==> src/rtl/tcf_pkg.sv <==
// Shared types, constants and tables for the tracking camera follower.
// No dependencies; used by every module of the block.
`default_nettype none
package tcf_pkg;

	typedef enum logic [11:0] {
		S_IDLE  = 12'b0000_0000_0001,
		S_START = 12'b0000_0000_0010,
		S_SQ1   = 12'b0000_0000_0100,
		S_SQ2   = 12'b0000_0000_1000,
		S_CORD  = 12'b0000_0001_0000,
		S_ANG   = 12'b0000_0010_0000,
		S_MOVX  = 12'b0000_0100_0000,
		S_MOVY  = 12'b0000_1000_0000,
		S_DPREP = 12'b0001_0000_0000,
		S_DWAIT = 12'b0010_0000_0000,
		S_SHK   = 12'b0100_0000_0000,
		S_DONE  = 12'b1000_0000_0000
	} state_t;

	typedef enum logic [2:0] {
		JOB_ZM = 3'd0,
		JOB_PX = 3'd1,
		JOB_PY = 3'd2,
		JOB_VX = 3'd3,
		JOB_VY = 3'd4
	} job_t;

	localparam logic [1:0] OP_STEP   = 2'd0;
	localparam logic [1:0] OP_IMPACT = 2'd1;
	localparam logic [1:0] OP_RESET  = 2'd2;

	localparam logic [1:0] CFG_ZOOM = 2'd0;
	localparam logic [1:0] CFG_MODE = 2'd1;

	localparam logic [1:0] MODE_HEADING  = 2'd1;
	localparam logic [1:0] MODE_VELOCITY = 2'd2;

	localparam int DIV_W = 40;
	localparam int DTW   = 5;

	localparam logic [63:0] MIN_SPEED_SQ = 64'd703687;
	localparam logic [31:0] DECAY_PER_MS = 32'd4285089145;
	localparam logic [13:0] ZOOM_MIN     = 14'd410;
	localparam logic [13:0] ZOOM_MAX     = 14'd8192;
	localparam logic [13:0] ZOOM_GOAL_RST = 14'd1434;
	localparam logic [13:0] ZOOM_RST     = 14'd4096;
	localparam logic [32:0] IMPACT_GAIN  = 33'd15;

	localparam logic [9:0] DEN_ZM  = 10'd500;
	localparam logic [9:0] DEN_POS = 10'd100;
	localparam logic [9:0] DEN_VEL = 10'd1000;

	// atan(2^-i) in units of 2^-32 turn
	function automatic logic [31:0] atan_entry(input logic [4:0] i);
		case (i)
			5'd0:  return 32'h20000000;
			5'd1:  return 32'h12E4051D;
			5'd2:  return 32'h09FB385B;
			5'd3:  return 32'h051111D4;
			5'd4:  return 32'h028B0D43;
			5'd5:  return 32'h0145D7E1;
			5'd6:  return 32'h00A2F61E;
			5'd7:  return 32'h00517C55;
			5'd8:  return 32'h0028BE53;
			5'd9:  return 32'h00145F2E;
			5'd10: return 32'h000A2F98;
			5'd11: return 32'h000517CC;
			5'd12: return 32'h00028BE6;
			5'd13: return 32'h000145F3;
			5'd14: return 32'h0000A2F9;
			5'd15: return 32'h0000517C;
			5'd16: return 32'h000028BE;
			5'd17: return 32'h0000145F;
			5'd18: return 32'h00000A2F;
			5'd19: return 32'h00000517;
			5'd20: return 32'h0000028B;
			5'd21: return 32'h00000145;
			5'd22: return 32'h000000A2;
			5'd23: return 32'h00000051;
			default: return 32'h0;
		endcase
	endfunction

	function automatic logic signed [31:0] sat32(input logic signed [41:0] v);
		if (v > 42'sd2147483647)
			return 32'sh7fffffff;
		else if (v < -42'sd2147483648)
			return 32'sh80000000;
		else
			return $signed(v[31:0]);
	endfunction

endpackage
`default_nettype wire

==> src/rtl/tcf_div.sv <==
// Radix-16 divider by a small constant denominator, one quotient digit per cycle,
// each digit found by comparing against the fifteen digit multiples of the denominator.
// Depends on tcf_pkg for the numerator width.
`default_nettype none
module tcf_div (
	input  wire logic                     clk,
	input  wire logic                     arst_n,
	input  wire logic                     start,
	input  wire logic [tcf_pkg::DIV_W-1:0] num,
	input  wire logic [9:0]               den,
	output logic                          done,
	output logic [tcf_pkg::DIV_W-1:0]     quo
);
	import tcf_pkg::*;

	localparam int NDIG = DIV_W / 4;

	logic [DIV_W-1:0] num_q;
	logic [9:0]       rem_q, den_q;
	logic [3:0]       cnt_q;
	logic             busy_q, done_q;
	logic [13:0]      v, sub;
	logic [3:0]       qd;

	assign v = {rem_q, num_q[DIV_W-1 -: 4]};

	// digit = how many multiples of the denominator fit under the partial remainder
	always_comb begin
		qd = '0;
		for (int k = 1; k < 16; k++) begin
			if (v >= 14'(k) * {4'b0, den_q})
				qd = 4'(k);
		end
	end
	assign sub = {10'b0, qd} * {4'b0, den_q};

	always_ff @(posedge clk or negedge arst_n) begin
		if (!arst_n) begin
			busy_q <= 1'b0;
			done_q <= 1'b0;
			cnt_q  <= '0;
		end else begin
			done_q <= 1'b0;
			if (start) begin
				busy_q <= 1'b1;
				cnt_q  <= '0;
			end else if (busy_q) begin
				if (cnt_q == 4'(NDIG - 1)) begin
					busy_q <= 1'b0;
					done_q <= 1'b1;
				end
				cnt_q <= cnt_q + 4'd1;
			end
		end
	end

	// quotient digits shift in where numerator digits leave
	always_ff @(posedge clk) begin
		if (start) begin
			num_q <= num;
			den_q <= den;
			rem_q <= '0;
		end else if (busy_q) begin
			rem_q <= 10'(v - sub);
			num_q <= {num_q[DIV_W-5:0], qd};
		end
	end

	assign quo  = num_q;
	assign done = done_q;

endmodule
`default_nettype wire

==> config.mk <==
export PLATFORM = sky130hd
export DESIGN_NAME = tcf_div
export DESIGN_NICKNAME = d
export VERILOG_FILES = /design/src/rtl/tcf_pkg.sv /design/src/rtl/tcf_div.sv
export SDC_FILE = /design/constraint.sdc
export NUM_CORES = 1
export LEC_CHECK = 0
export BUFFER_PORTS_ARGS = -buffer_cell sky130_fd_sc_hd__buf_4
export CORE_ASPECT_RATIO = 0.9
export CORE_MARGIN = 1
export CORE_UTILIZATION = 40
export DETAILED_ROUTE_END_ITERATION = 8
export GPL_ROUTABILITY_DRIVEN = 0
export GPL_TIMING_DRIVEN = 1
export PLACE_DENSITY = 0.59
export SLEW_MARGIN = 10
export SYNTH_ARGS = -nofsm -noshare
export SYNTH_HDL_FRONTEND = slang
export SYNTH_SLANG_ARGS = --single-unit
==> constraint.sdc <==
create_clock -name clk -period 9.18 [get_ports clk]
set_input_delay 1.836 -clock clk [delete_from_list [all_inputs] [get_ports clk]]
set_output_delay 1.836 -clock clk [all_outputs]
set_load 0.05 [all_outputs]
==> impl_metrics.json <==
{
  "cts_htree_levels": 3,
  "area_growth_syn_to_layout_pct": 16.9,
  "synth-edff-count": 50,
  "synthSimpleGateAreaFrac": 0.101,
  "clock_path_buffers": 2,
  "reg2reg_setup_slack_ns": 0.44,
  "antennaDiodeCount": 0,
  "drive_above_1_share": 0.183,
  "fin_crit_sh": 0.952,
  "finClkSkew_ns": 0.00844,
  "timing.hold.ws_ns": 0.546,
  "grt_pass1_vias": 9060,
  "yosys.area_share.adder": 0.412,
  "final_common_cell": "ha_1",
  "min_path_cells": 2,
  "cts_sinks": 66,
  "cp_slowest_cell": "fa_1",
  "drc": 0,
  "reg2reg_depth": 37,
  "root_buffer": "clkbuf_16",
  "max_freq_mhz": 114,
  "crit_start": "den_q[3]$_DFFE_PP_",
  "clk_pin_slew_ns": 0.06,
  "hold_violations": 0,
  "syn_area_sq_um": 11100,
  "reg2reg_to": "rem_q[9]$_SDFFE_PP0P_",
  "dieHeight_um": 160,
  "critPathCapture": "rem_q[9]$_SDFFE_PP0P_",
  "setup_violations": 0,
  "crit_arrival_ns": 8.99,
  "synth_mux_area_frac": 0.0488,
  "firstDrtPassIters": 5,
  "cap_violations": 0,
  "synth-compound-area-share": 0.162,
  "worstPathRequired_ns": 9.43,
  "period_minus_slack_ns": 8.74,
  "synth_ff_type": "edfxtp_1",
  "final_nets": 1680,
  "nFillCells": 2604,
  "drt-wirelength-per-cell_um": 19.0,
  "hold_path.class": "reg -> reg",
  "rows": 57,
  "grt_pass1_wl_um": 49700,
  "ant_nets": 0,
  "crit_family": "adder cells",
  "drv_slew": 0,
  "cp_max_fo": 8,
  "status": "finished clean",
  "overflow": 0,
  "vias_per_cell": 5.45,
  "synth-seq-cells": 66,
  "setup.worst_path.class": "reg -> reg",
  "worstMarginPinSlew_ns": 0.976,
  "cts_tree": "built",
  "end_kind": "flop",
  "io_pins": 94,
  "grt_use_total": 0.228,
  "yosys.cell_types.count": 73,
  "final_cell_mix": "ha_1, buf_4, inv_1",
  "vias": 9062,
  "netlist_instances": 1149,
  "slew_headroom": 0.349,
  "final_area_sq_um": 13000,
  "synth_xor_area_frac": 0.0565,
  "critPathMaxStageDelay_ns": 0.56,
  "synth_top_family_by_area": "adder cells",
  "die-area_sq_um": 28400,
  "drtIter0Drc": 463,
  "cp_num_buf_inv": 6,
  "avgSynthCellArea_sq_um": 9.64,
  "die_w_um": 177,
  "cts_made_buffers": 9,
  "yosysWarnings": 0,
  "routed_wl_um": 31700,
  "placed_area_sq_um": 12600,
  "synth-async-reset-ratio": 0.0909,
  "dp_hpwl_um": 25200,
  "cp-start-kind": "flop",
  "initial_core_util": 0.409,
  "reg2reg_from": "den_q[3]$_DFFE_PP_",
  "clk_latency_ns": 0.33,
  "grt_start_max_net_pins": 68,
  "io_buffers": 93,
  "ys_seq_area_frac": 0.167,
  "core_area_sq_um": 27100,
  "syn-num-nets": 1525,
  "crit_cells": 37,
  "antenna_found_initial": 0
}
==> repair_timing <==
| action | CTS | global route |
|---|---|---|
| hold buffers | 0 | 0 |
| endpoints found under the setup margin | 0 | 2 |
| buffers inserted | 0 | 11 |
| gates resized for setup | 0 | 16 |
==> cell usage after synthesis (all sizes together), types with 9 or more instances <==
master	count	share of area
o21ai	59	0.027
xor2	20	0.016
and2	22	0.012
dfxtp	10	0.018
inv	146	0.049
a21o	32	0.022
nor3	15	0.0068
mux2	40	0.041
nand3	15	0.0068
xnor2	48	0.039
edfxtp	50	0.14
nand2	49	0.017
a211oi	15	0.012
ha	259	0.29
nor2b	9	0.0051
fa	64	0.12
o21a	11	0.0075
o21bai	19	0.013
nand2b	14	0.0079
mux2i	9	0.0081
a21oi	66	0.031
a31oi	10	0.0056
nor2	57	0.019
nand4	14	0.0079
==> stage by stage <==
stage,setup slack [ns],util,instances,TNS (ns)
final,0.437,0.478,1663,0
after floorplan,0.473,-,1149,0
after detailed placement,0.176,0.463,1636,0
after global routing,-0.0277,0.478,1663,-0.0277
after global placement,0.431,0.463,1636,0
after CTS,0.116,0.473,1652,0
==> cells by family (layout without fill, tap and decap cells) <==
logic type	count (synthesis)	count (layout)
and+or+nand+nor	222	222
buffers and inverters	155	315
AOI/OAI and AO/OA	261	261
DFF	66	66
adders and majority gates	327	327
muxes	49	49
xor gates and xnor gates	69	69
==> state kept, by name (all words and copies together) (netlist names) <==
register  flops
rem_q        10
cnt_q         4
den_q        10
quo          40
done          1
busy_q        1
==> worst min path at each step <==
stage,from,endpoint,slack [ns]
final,cnt_q[3]$_DFFE_PN0P_,cnt_q[3]$_DFFE_PN0P_,0.55
after CTS,cnt_q[3]$_DFFE_PN0P_,cnt_q[3]$_DFFE_PN0P_,0.55
after global routing,cnt_q[3]$_DFFE_PN0P_,cnt_q[3]$_DFFE_PN0P_,0.59
after detailed placement,cnt_q[3]$_DFFE_PN0P_,cnt_q[3]$_DFFE_PN0P_,0.54
after floorplan,cnt_q[3]$_DFFE_PN0P_,cnt_q[3]$_DFFE_PN0P_,0.50
after global placement,cnt_q[3]$_DFFE_PN0P_,cnt_q[3]$_DFFE_PN0P_,0.53
==> worst reg2reg max path, delay by kind of cell (launching register included) <==
kind | cells | cell delay [ns]
AOI/OAI and AO/OA | 14 | 2.64
xor gates and xnor gates | 4 | 0.88
DFF | 1 | 0.48
and+or+nand+nor | 5 | 0.74
adders and majority gates | 8 | 3.19
buffers and inverters | 6 | 0.71
==> layer usage <==
metal | global-route usage | vias up | wire length (um) | share of wire
li1 | - | 4449 | - | -
met1 | 0.320 | 4378 | 14600 | 0.46
met2 | 0.374 | 205 | 14600 | 0.46
met3 | 0.0324 | 30 | 2110 | 0.066
met4 | 0.0416 | 0 | 371 | 0.012
met5 | 0 | - | 0 | 0
==> cell type report <==
class / instances / area (sq um) / area share
sequential: 66 / 1850 / 0.143
timing repair buffer: 153 / 1150 / 0.0887
multi-input combinational: 928 / 8680 / 0.670
tap: 354 / 443 / 0.0342
inverter: 146 / 548 / 0.0423
clock buffer: 11 / 243 / 0.0187
clock inverter: 5 / 37.5 / 0.00290
Power is not shown: default switching activity piles up to over one toggle a cycle in this logic, so the estimate is an artifact.
